==> src/hdl/mte_pkg.sv <==
// Shared types, code tables and lookup functions for the Morse text encoder.
package mte_pkg;

    localparam logic [15:0] GAP_CODE   = 16'h0020;
    localparam logic [15:0] SPACE_CODE = 16'h0020;
    localparam logic [15:0] ERR_CODE   = 16'h0000;

    localparam logic [15:0] RST_SHORT_CHAR = 16'd46;
    localparam logic [15:0] RST_LONG_CHAR  = 16'd45;
    localparam logic [15:0] RST_DELIM_CHAR = 16'd47;

    typedef enum logic [1:0] {
        CFG_ALPHABET   = 2'd0,
        CFG_SHORT_CHAR = 2'd1,
        CFG_LONG_CHAR  = 2'd2,
        CFG_DELIM_CHAR = 2'd3
    } t_cfg_idx;

    typedef enum logic [1:0] {
        KIND_DELIM   = 2'd0,
        KIND_UNKNOWN = 2'd1,
        KIND_SYMBOL  = 2'd2
    } t_kind;

    // len: element count; bits: elements left aligned, bit 6 first, 1 = long
    typedef struct packed {
        logic [2:0] len;
        logic [6:0] bits;
    } t_pat;

    typedef struct packed {
        t_kind kind;
        logic  gap;
        t_pat  pat;
    } t_job;

    typedef struct packed {
        logic found;
        t_pat pat;
    } t_look;

    typedef struct packed {
        logic [15:0] short_char;
        logic [15:0] long_char;
        logic [15:0] delim_char;
    } t_codes;

    localparam logic [9:0] LATIN_TAB [0:25] = '{
        10'b010_0100000, 10'b100_1000000, 10'b100_1010000, 10'b011_1000000,
        10'b001_0000000, 10'b100_0010000, 10'b011_1100000, 10'b100_0000000,
        10'b010_0000000, 10'b100_0111000, 10'b011_1010000, 10'b100_0100000,
        10'b010_1100000, 10'b010_1000000, 10'b011_1110000, 10'b100_0110000,
        10'b100_1101000, 10'b011_0100000, 10'b011_0000000, 10'b001_1000000,
        10'b011_0010000, 10'b100_0001000, 10'b011_0110000, 10'b100_1001000,
        10'b100_1011000, 10'b100_1100000
    };

    localparam logic [9:0] CYR_TAB [0:31] = '{
        10'b010_0100000, 10'b100_1000000, 10'b011_0110000, 10'b011_1100000,
        10'b011_1000000, 10'b001_0000000, 10'b100_0001000, 10'b100_1100000,
        10'b010_0000000, 10'b100_0111000, 10'b011_1010000, 10'b100_0100000,
        10'b010_1100000, 10'b010_1000000, 10'b011_1110000, 10'b100_0110000,
        10'b011_0100000, 10'b011_0000000, 10'b001_1000000, 10'b011_0010000,
        10'b100_0010000, 10'b100_0000000, 10'b100_1010000, 10'b100_1110000,
        10'b100_1111000, 10'b100_1101000, 10'b101_1101100, 10'b100_1011000,
        10'b100_1001000, 10'b101_0010000, 10'b100_0011000, 10'b100_0101000
    };

    localparam logic [9:0] DIGIT_TAB [0:9] = '{
        10'b101_1111100, 10'b101_0111100, 10'b101_0011100, 10'b101_0001100,
        10'b101_0000100, 10'b101_0000000, 10'b101_1000000, 10'b101_1100000,
        10'b101_1110000, 10'b101_1111000
    };

    function automatic logic [15:0] to_lower(input logic [15:0] c);
        logic [15:0] r;
        r = c;
        if (c >= 16'h0041 && c <= 16'h005A) begin
            r = c + 16'h0020;
        end else if (c >= 16'h0410 && c <= 16'h042F) begin
            r = c + 16'h0020;
        end else if (c == 16'h0401) begin
            r = 16'h0451;
        end
        return r;
    endfunction

    function automatic t_pat punct_pat(input logic [15:0] c, output logic found);
        t_pat p;
        p     = '0;
        found = 1'b1;
        unique case (c)
            16'h002E: p = 10'b110_0101010;
            16'h002C: p = 10'b110_1100110;
            16'h003F: p = 10'b110_0011000;
            16'h2014: p = 10'b110_1000010;
            16'h003A: p = 10'b110_1110000;
            16'h003B: p = 10'b110_1010100;
            16'h0021: p = 10'b110_1010110;
            16'h0027: p = 10'b110_0111100;
            16'h0022: p = 10'b110_0100100;
            16'h0028: p = 10'b101_1011000;
            16'h0029: p = 10'b110_1011010;
            16'h0026: p = 10'b101_0100000;
            16'h002F: p = 10'b101_1001000;
            16'h005F: p = 10'b110_0011010;
            16'h003D: p = 10'b101_1000100;
            16'h002B: p = 10'b101_0101000;
            16'h002D: p = 10'b110_1000010;
            16'h0024: p = 10'b111_0001001;
            16'h0040: p = 10'b110_0110100;
            default: found = 1'b0;
        endcase
        return p;
    endfunction

    function automatic t_look lookup(input logic [15:0] lc, input logic alpha);
        t_look       r;
        logic [15:0] c;
        logic        pf;
        t_pat        pp;
        r  = '0;
        c  = lc;
        pp = punct_pat(lc, pf);
        if (alpha && lc == 16'h0451) begin
            c = 16'h0435;
        end
        priority if (!alpha && c >= 16'h0061 && c <= 16'h007A) begin
            r.found = 1'b1;
            r.pat   = LATIN_TAB[5'(c - 16'h0061)];
        end else if (alpha && c >= 16'h0430 && c <= 16'h044F) begin
            r.found = 1'b1;
            r.pat   = CYR_TAB[5'(c - 16'h0430)];
        end else if (c >= 16'h0030 && c <= 16'h0039) begin
            r.found = 1'b1;
            r.pat   = DIGIT_TAB[4'(c - 16'h0030)];
        end else begin
            r.found = pf;
            r.pat   = pp;
        end
        return r;
    endfunction

endpackage

==> src/hdl/morse_text_encoder.sv <==
// Morse text encoder top level: configuration registers, front end, queue, back end.
// A request is written into a queue slot; its first result then lands in the back end's output register.
// One result per cycle while not stalled; a request with 1 to 8 results holds the back end until its last.
// The emit loop sets the rate; the front end takes one request per cycle while the queue has room.
// Reset (synchronous, active low) empties the queue, clears gap memory and output valid,
// and restores the configuration registers to their defaults.
module morse_text_encoder
    import mte_pkg::*;
#(
    parameter int QUEUE_DEPTH = 2
) (
    input  logic        i_clk,
    input  logic        i_rst_n,
    input  logic        i_cfg_we,
    input  logic [1:0]  i_cfg_index,
    input  logic [15:0] i_cfg_data,
    input  logic        i_valid,
    output logic        o_stall,
    input  logic [15:0] i_in_char,
    input  logic        i_starts_text,
    output logic        o_valid,
    input  logic        i_stall,
    output logic [15:0] o_out_char,
    output logic        o_is_last,
    output logic        o_unknown_char
);

    logic   r_alphabet;
    t_codes r_codes;
    logic   push;
    logic   pop;
    logic   full;
    logic   nonempty;
    t_job   push_job;
    t_job   head_job;

    always_ff @(posedge i_clk) begin
        if (!i_rst_n) begin
            r_alphabet         <= 1'b0;
            r_codes.short_char <= RST_SHORT_CHAR;
            r_codes.long_char  <= RST_LONG_CHAR;
            r_codes.delim_char <= RST_DELIM_CHAR;
        end else if (i_cfg_we) begin
            unique case (t_cfg_idx'(i_cfg_index))
                CFG_ALPHABET:   r_alphabet         <= i_cfg_data[0];
                CFG_SHORT_CHAR: r_codes.short_char <= i_cfg_data;
                CFG_LONG_CHAR:  r_codes.long_char  <= i_cfg_data;
                CFG_DELIM_CHAR: r_codes.delim_char <= i_cfg_data;
                default:        r_alphabet         <= r_alphabet;
            endcase
        end
    end

    mte_front u_front (
        .i_clk         (i_clk),
        .i_rst_n       (i_rst_n),
        .i_valid       (i_valid),
        .o_stall       (o_stall),
        .i_in_char     (i_in_char),
        .i_starts_text (i_starts_text),
        .i_alphabet    (r_alphabet),
        .i_full        (full),
        .o_push        (push),
        .o_job         (push_job)
    );

    mte_queue #(
        .DEPTH (QUEUE_DEPTH)
    ) u_queue (
        .i_clk      (i_clk),
        .i_rst_n    (i_rst_n),
        .i_push     (push),
        .i_job      (push_job),
        .o_full     (full),
        .i_pop      (pop),
        .o_nonempty (nonempty),
        .o_head     (head_job)
    );

    mte_back u_back (
        .i_clk          (i_clk),
        .i_rst_n        (i_rst_n),
        .i_head         (head_job),
        .i_head_valid   (nonempty),
        .o_pop          (pop),
        .i_codes        (r_codes),
        .o_valid        (o_valid),
        .i_stall        (i_stall),
        .o_out_char     (o_out_char),
        .o_is_last      (o_is_last),
        .o_unknown_char (o_unknown_char)
    );

endmodule

==> src/hdl/mte_front.sv <==
// Front end: accepts characters, classifies them and builds emit jobs.
module mte_front
    import mte_pkg::*;
(
    input  logic        i_clk,
    input  logic        i_rst_n,
    input  logic        i_valid,
    output logic        o_stall,
    input  logic [15:0] i_in_char,
    input  logic        i_starts_text,
    input  logic        i_alphabet,
    input  logic        i_full,
    output logic        o_push,
    output t_job        o_job
);

    logic        r_prev_sym;
    logic        n_prev_sym;
    logic [15:0] lc;
    t_look       look;
    logic        prev;

    assign o_stall = i_full;
    assign o_push  = i_valid && !i_full;

    always_comb begin
        lc         = to_lower(i_in_char);
        look       = lookup(lc, i_alphabet);
        prev       = i_starts_text ? 1'b0 : r_prev_sym;
        o_job      = '0;
        n_prev_sym = 1'b0;
        priority if (lc == SPACE_CODE) begin
            o_job.kind = KIND_DELIM;
        end else if (!look.found) begin
            o_job.kind = KIND_UNKNOWN;
        end else begin
            o_job.kind = KIND_SYMBOL;
            o_job.gap  = prev;
            o_job.pat  = look.pat;
            n_prev_sym = 1'b1;
        end
    end

    always_ff @(posedge i_clk) begin
        if (!i_rst_n) begin
            r_prev_sym <= 1'b0;
        end else if (o_push) begin
            r_prev_sym <= n_prev_sym;
        end
    end

endmodule

==> src/hdl/mte_queue.sv <==
// Job queue between front and back end.
module mte_queue
    import mte_pkg::*;
#(
    parameter int DEPTH = 2
) (
    input  logic i_clk,
    input  logic i_rst_n,
    input  logic i_push,
    input  t_job i_job,
    output logic o_full,
    input  logic i_pop,
    output logic o_nonempty,
    output t_job o_head
);

    localparam int PTR_W = (DEPTH > 1) ? $clog2(DEPTH) : 1;
    localparam int CNT_W = $clog2(DEPTH + 1);

    t_job             r_slot [DEPTH];
    logic [PTR_W-1:0] r_wr_ptr;
    logic [PTR_W-1:0] r_rd_ptr;
    logic [CNT_W-1:0] r_count;

    assign o_full     = (r_count == CNT_W'(DEPTH));
    assign o_nonempty = (r_count != '0);
    assign o_head     = r_slot[r_rd_ptr];

    always_ff @(posedge i_clk) begin
        if (i_push) begin
            r_slot[r_wr_ptr] <= i_job;
        end
    end

    always_ff @(posedge i_clk) begin
        if (!i_rst_n) begin
            r_wr_ptr <= '0;
            r_rd_ptr <= '0;
            r_count  <= '0;
        end else begin
            if (i_push) begin
                r_wr_ptr <= (r_wr_ptr == PTR_W'(DEPTH - 1)) ? '0 : r_wr_ptr + 1'b1;
            end
            if (i_pop) begin
                r_rd_ptr <= (r_rd_ptr == PTR_W'(DEPTH - 1)) ? '0 : r_rd_ptr + 1'b1;
            end
            unique case ({i_push, i_pop})
                2'b10:   r_count <= r_count + 1'b1;
                2'b01:   r_count <= r_count - 1'b1;
                default: r_count <= r_count;
            endcase
        end
    end

endmodule

==> src/hdl/mte_back.sv <==
// Back end: walks each job and emits one registered result per cycle while the output is not stalled.
module mte_back
    import mte_pkg::*;
(
    input  logic        i_clk,
    input  logic        i_rst_n,
    input  t_job        i_head,
    input  logic        i_head_valid,
    output logic        o_pop,
    input  t_codes      i_codes,
    output logic        o_valid,
    input  logic        i_stall,
    output logic [15:0] o_out_char,
    output logic        o_is_last,
    output logic        o_unknown_char
);

    logic        r_busy;
    t_job        r_job;
    logic        r_out_valid;
    logic [15:0] r_out_char;
    logic        r_is_last;
    logic        r_unknown;

    t_job        cur;
    t_job        rest;
    logic        cur_valid;
    logic        adv;
    logic [15:0] res_char;
    logic        res_last;
    logic        res_unk;

    always_comb begin
        cur       = r_busy ? r_job : i_head;
        cur_valid = r_busy || i_head_valid;
        adv       = cur_valid && (!r_out_valid || !i_stall);
        rest      = cur;
        res_char  = ERR_CODE;
        res_last  = 1'b1;
        res_unk   = 1'b0;
        unique case (cur.kind)
            KIND_DELIM: begin
                res_char = i_codes.delim_char;
            end
            KIND_SYMBOL: begin
                if (cur.gap) begin
                    res_char = GAP_CODE;
                    res_last = 1'b0;
                    rest.gap = 1'b0;
                end else begin
                    res_char      = cur.pat.bits[6] ? i_codes.long_char : i_codes.short_char;
                    res_last      = (cur.pat.len == 3'd1);
                    rest.pat.bits = {cur.pat.bits[5:0], 1'b0};
                    rest.pat.len  = cur.pat.len - 3'd1;
                end
            end
            default: begin
                res_unk = 1'b1;
            end
        endcase
        o_pop = adv && !r_busy;
    end

    always_ff @(posedge i_clk) begin
        if (adv) begin
            r_job      <= rest;
            r_out_char <= res_char;
            r_is_last  <= res_last;
            r_unknown  <= res_unk;
        end
    end

    always_ff @(posedge i_clk) begin
        if (!i_rst_n) begin
            r_busy      <= 1'b0;
            r_out_valid <= 1'b0;
        end else begin
            if (adv) begin
                r_busy      <= !res_last;
                r_out_valid <= 1'b1;
            end else if (!i_stall) begin
                r_out_valid <= 1'b0;
            end
        end
    end

    assign o_valid        = r_out_valid;
    assign o_out_char     = r_out_char;
    assign o_is_last      = r_is_last;
    assign o_unknown_char = r_unknown;

endmodule

==> config.mk <==
export PLATFORM = sky130hd
export DESIGN_NAME = morse_text_encoder
export DESIGN_NICKNAME = d
export VERILOG_FILES = /design/src/hdl/mte_pkg.sv /design/src/hdl/morse_text_encoder.sv /design/src/hdl/mte_front.sv /design/src/hdl/mte_queue.sv /design/src/hdl/mte_back.sv
export SDC_FILE = /design/constraint.sdc
export NUM_CORES = 1
export LEC_CHECK = 0
export BUFFER_PORTS_ARGS = -buffer_cell sky130_fd_sc_hd__buf_2
export CORE_ASPECT_RATIO = 2
export CORE_MARGIN = 3
export CORE_UTILIZATION = 55
export CTS_CLUSTER_SIZE = 24
export DETAILED_ROUTE_END_ITERATION = 10
export HOLD_SLACK_MARGIN = 0.02
export PLACE_DENSITY_LB_ADDON = 0.1
export SYNTH_ARGS = -nofsm -noshare
export SYNTH_HDL_FRONTEND = slang
export SYNTH_SLANG_ARGS = --single-unit
==> constraint.sdc <==
create_clock -name i_clk -period 10.4 [get_ports i_clk]
set_input_delay 2.08 -clock i_clk [delete_from_list [all_inputs] [get_ports i_clk]]
set_output_delay 2.08 -clock i_clk [all_outputs]
set_load 0.01 [all_outputs]
==> run summary <==
Initial antenna violation count -> 0
YS warnings -> 0
PortBufs -> 59
Seq/Total Area, Yosys -> 43.1%
Vias in the first global route -> 6077
Crit path DAT -> 6.63 ns
Crit path max fanout -> 34
Synth area leader -> edfxtp_1
Final setup vio count -> 0
Met1 GRT Util -> 29.5%
Setup bufs post-CTS -> 0
CTS resizes -> 0
NumNets Final -> 833
DR iter-0 viols -> 472
Most common cell after layout, fill and taps aside -> nand2_1
Mapped Cells -> 743
Hold buffer count at cts -> 0
Outcome -> complete, no violations
Slowest cell on crit path -> a21oi_1
GPL Wtd Cong -> 1.01
Synth Cell Area -> 6610 um2
Final hold violations -> 0
Die area -> 13500 um2
Top cell type's share of synthesized area -> 25.9%
CP bufs+invs -> 2
Clock-pin slew on the worst setup and hold paths -> 0.06 ns
Max-cap violations -> 0
Ranking of synthesized cells by area -> edfxtp_1 (26%), dfxtp_1 (17%), nand2_1 (8.0%)
Crit end category -> flip-flop
Cts bufs inserted -> 17
Async set or reset register ratio after synthesis -> 0%
VDD IR max -> 0.176 mV
WP data required -> 10.60 ns
Pins over their slew limit -> 0
Leak -> 2.95 nW
Worst min path class -> reg -> reg
Clk buf depth -> 2
Worst Setup Path Type -> in -> reg
Clk_skew -> 0.0171 ns
Initial Utilization -> 56.2%
Yosys reg bits -> 114
Via count -> 5913
Die width -> 83.5 um
CP top delay family -> compound AO/OA/AOI/OAI gates
First-pass detailed-route iteration total -> 5
Pin count of the biggest net entering global routing -> 58
Final period utilization -> 61.8%
First-pass GRT wire length -> 32100 um
ANT cells -> 0
CP max stage delay -> 0.81 ns
Grt met3 use -> 5.16%
Avg Inst Size Synth -> 8.90 um2
CTS tree -> yes
Row count -> 56
Ys flop type -> edfxtp_1
Die Y -> 161 um
EDFF count, synth -> 57
Unrepaired setup endpoints after global routing -> no
Crit-path cells -> buf_2 > or3b_2 > nor2_1 > a21oi_1 > nor3_1 > o21ai_2 > nand2_1 > inv_2 > ha_1 > a21boi_0 > xnor2_1 > nor2_1 > a221oi_1 > nor3_1 > a2111oi_2
Worst-margin pin slew -> 1.07 ns
Setup TNS -> 0 ns
Register Area -> 2850 um2
Total Wirelength -> 20300 um
Layer with the highest usage -> met2
Final min period -> 6.43 ns
Area of the multi-input gates -> 3500 um2
Area growth, synth to finish -> 14.6%
Layout fillers -> 1003
Met2 Use GR -> 58.3%
IO Pins -> 60
Pwr dens -> 202 nW/um2
Worst skew pair latency -> 0.41 ns
Grt total ovfl -> 0
Clock Root Buffer -> clkbuf_16
Share of cells above drive strength 1 -> 14.9%
Commonest cells after routing, fill and taps aside -> nand2_1 (141), buf_2 (59), dfxtp_1 (57), edfxtp_1 (57), o21ai_0 (44)
Placed Instance Area -> 6960 um2
Wirelength per Cell -> 21.7 um
GRT Util Overall -> 30.6%
Worst relative slew slack -> 28.9%
Core region area -> 11800 um2
Vias per inst -> 6.32
DR DRC count -> 0
Distinct cells, synth -> 81
H-tree levels -> 4
Fmax -> 155 MHz
Startpoint types -> input pin
ANT nets after route -> 0
Final instance area -> 7580 um2
HPWL after detailed placement -> 14700 um
Clock sinks -> 114
Synthesized Nets -> 798
## registers in the layout (all words and copies together), names as in the netlist, 2 cells and up, named ones only
| register | flops |
|---|---|
| r_codes | 48 |
| u_back.o_out_char | 16 |
| u_queue.r_slot | 26 |
| u_back.r_job | 13 |
| u_queue.r_count | 2 |
## area by class of cell
type	count	share of cell area, %
Inverter	21	1.04
Clock buffer	20	6.32
Sequential cell	114	37.6
Tap cell	145	2.39
Clock inverter	12	1.87
Timing Repair Buffer	65	4.49
Multi-Input combinational cell	559	46.2
## where the power goes
part | leakage, nW | switching [mW] | total [mW] | internal [mW]
Combinational | 1.66 | 0.198 | 0.316 | 0.118
Sequential | 1.00 | 0.0397 | 0.608 | 0.568
Clock | 0.294 | 0.219 | 0.604 | 0.386
## cell families after synthesis
logic type      count (synthesis)  synth area share, %
mux                            44                 6.68
compound gates                201                 20.7
flops                         114                 43.1
buf+inv                        70                 4.09
fa+ha+maj                      15                 2.84
xor+xnor                       11                 1.46
simple gates                  288                 21.1
## per-layer routing
metal / vias up / wire length (um) / share of wire, %
li1: 2790 / - / -
met1: 2834 / 6990 / 34
met3: 70 / 794 / 3.9
met4: 0 / 1300 / 6.4
met2: 219 / 11200 / 55
met5: - / 0 / 0
## metrics by stage
step / power (mW) / hold slack (ns) / setup slack (ns) / util, % / instances
2_1_floorplan: 0.815 / 0.440 / 4.90 / - / 743
5_1_grt: 1.59 / 0.486 / 3.57 / 64.4 / 936
4_1_cts: 1.54 / 0.469 / 4.09 / 64.4 / 936
3_3_place_gp: 0.919 / 0.451 / 3.78 / 59.1 / 904
6_report: 1.53 / 0.467 / 3.97 / 64.4 / 936
3_5_place_dp: 0.929 / 0.454 / 3.68 / 59.1 / 904
## worst reg2reg max path, delay by kind of cell, from the launching register on
kind / cells / cell delay (ns)
compound gates: 4 / 1.10
simple gates: 5 / 0.83
xor+xnor: 1 / 0.78
flops: 1 / 0.41
fa+ha+maj: 1 / 0.18
buf+inv: 1 / 0.10
## Yosys cell counts (3+ instances only)
master / instances
a2111oi_0: 3
a211o_1: 3
a211oi_1: 5
a21boi_0: 41
a21o_1: 4
a21oi_1: 37
a221oi_1: 3
a31oi_1: 5
and2_1: 8
and3_1: 5
buf_1: 4
buf_2: 3
clkbuf_1: 41
dfxtp_1: 57
edfxtp_1: 57
ha_1: 15
inv_1: 18
mux2i_1: 43
nand2_1: 141
nand2b_1: 4
nand3_1: 31
nand4_1: 4
nor2_1: 42
nor2b_1: 3
nor3_1: 16
nor3b_1: 4
nor4_1: 3
o2111ai_1: 4
o211a_1: 3
o211ai_1: 6
o21a_1: 3
o21ai_0: 44
o221ai_1: 4
o22ai_1: 8
o311ai_0: 3
or2_2: 3
or3_1: 4
xnor2_1: 10
## path summary, 6_finish.rpt
path                     start                    to  slack (ns)  depth (start not counted)
setup reg to reg    r_alphabet  u_queue.r_slot[1][9]        6.82                         12
setup / recovery  i_in_char[3]  u_queue.r_slot[1][9]        3.97                         15
hold / removal     r_codes[16]           r_codes[16]        0.47                          2
hold reg to reg    r_codes[16]           r_codes[16]        0.47                          2
(Power assumes the default switching activity.)
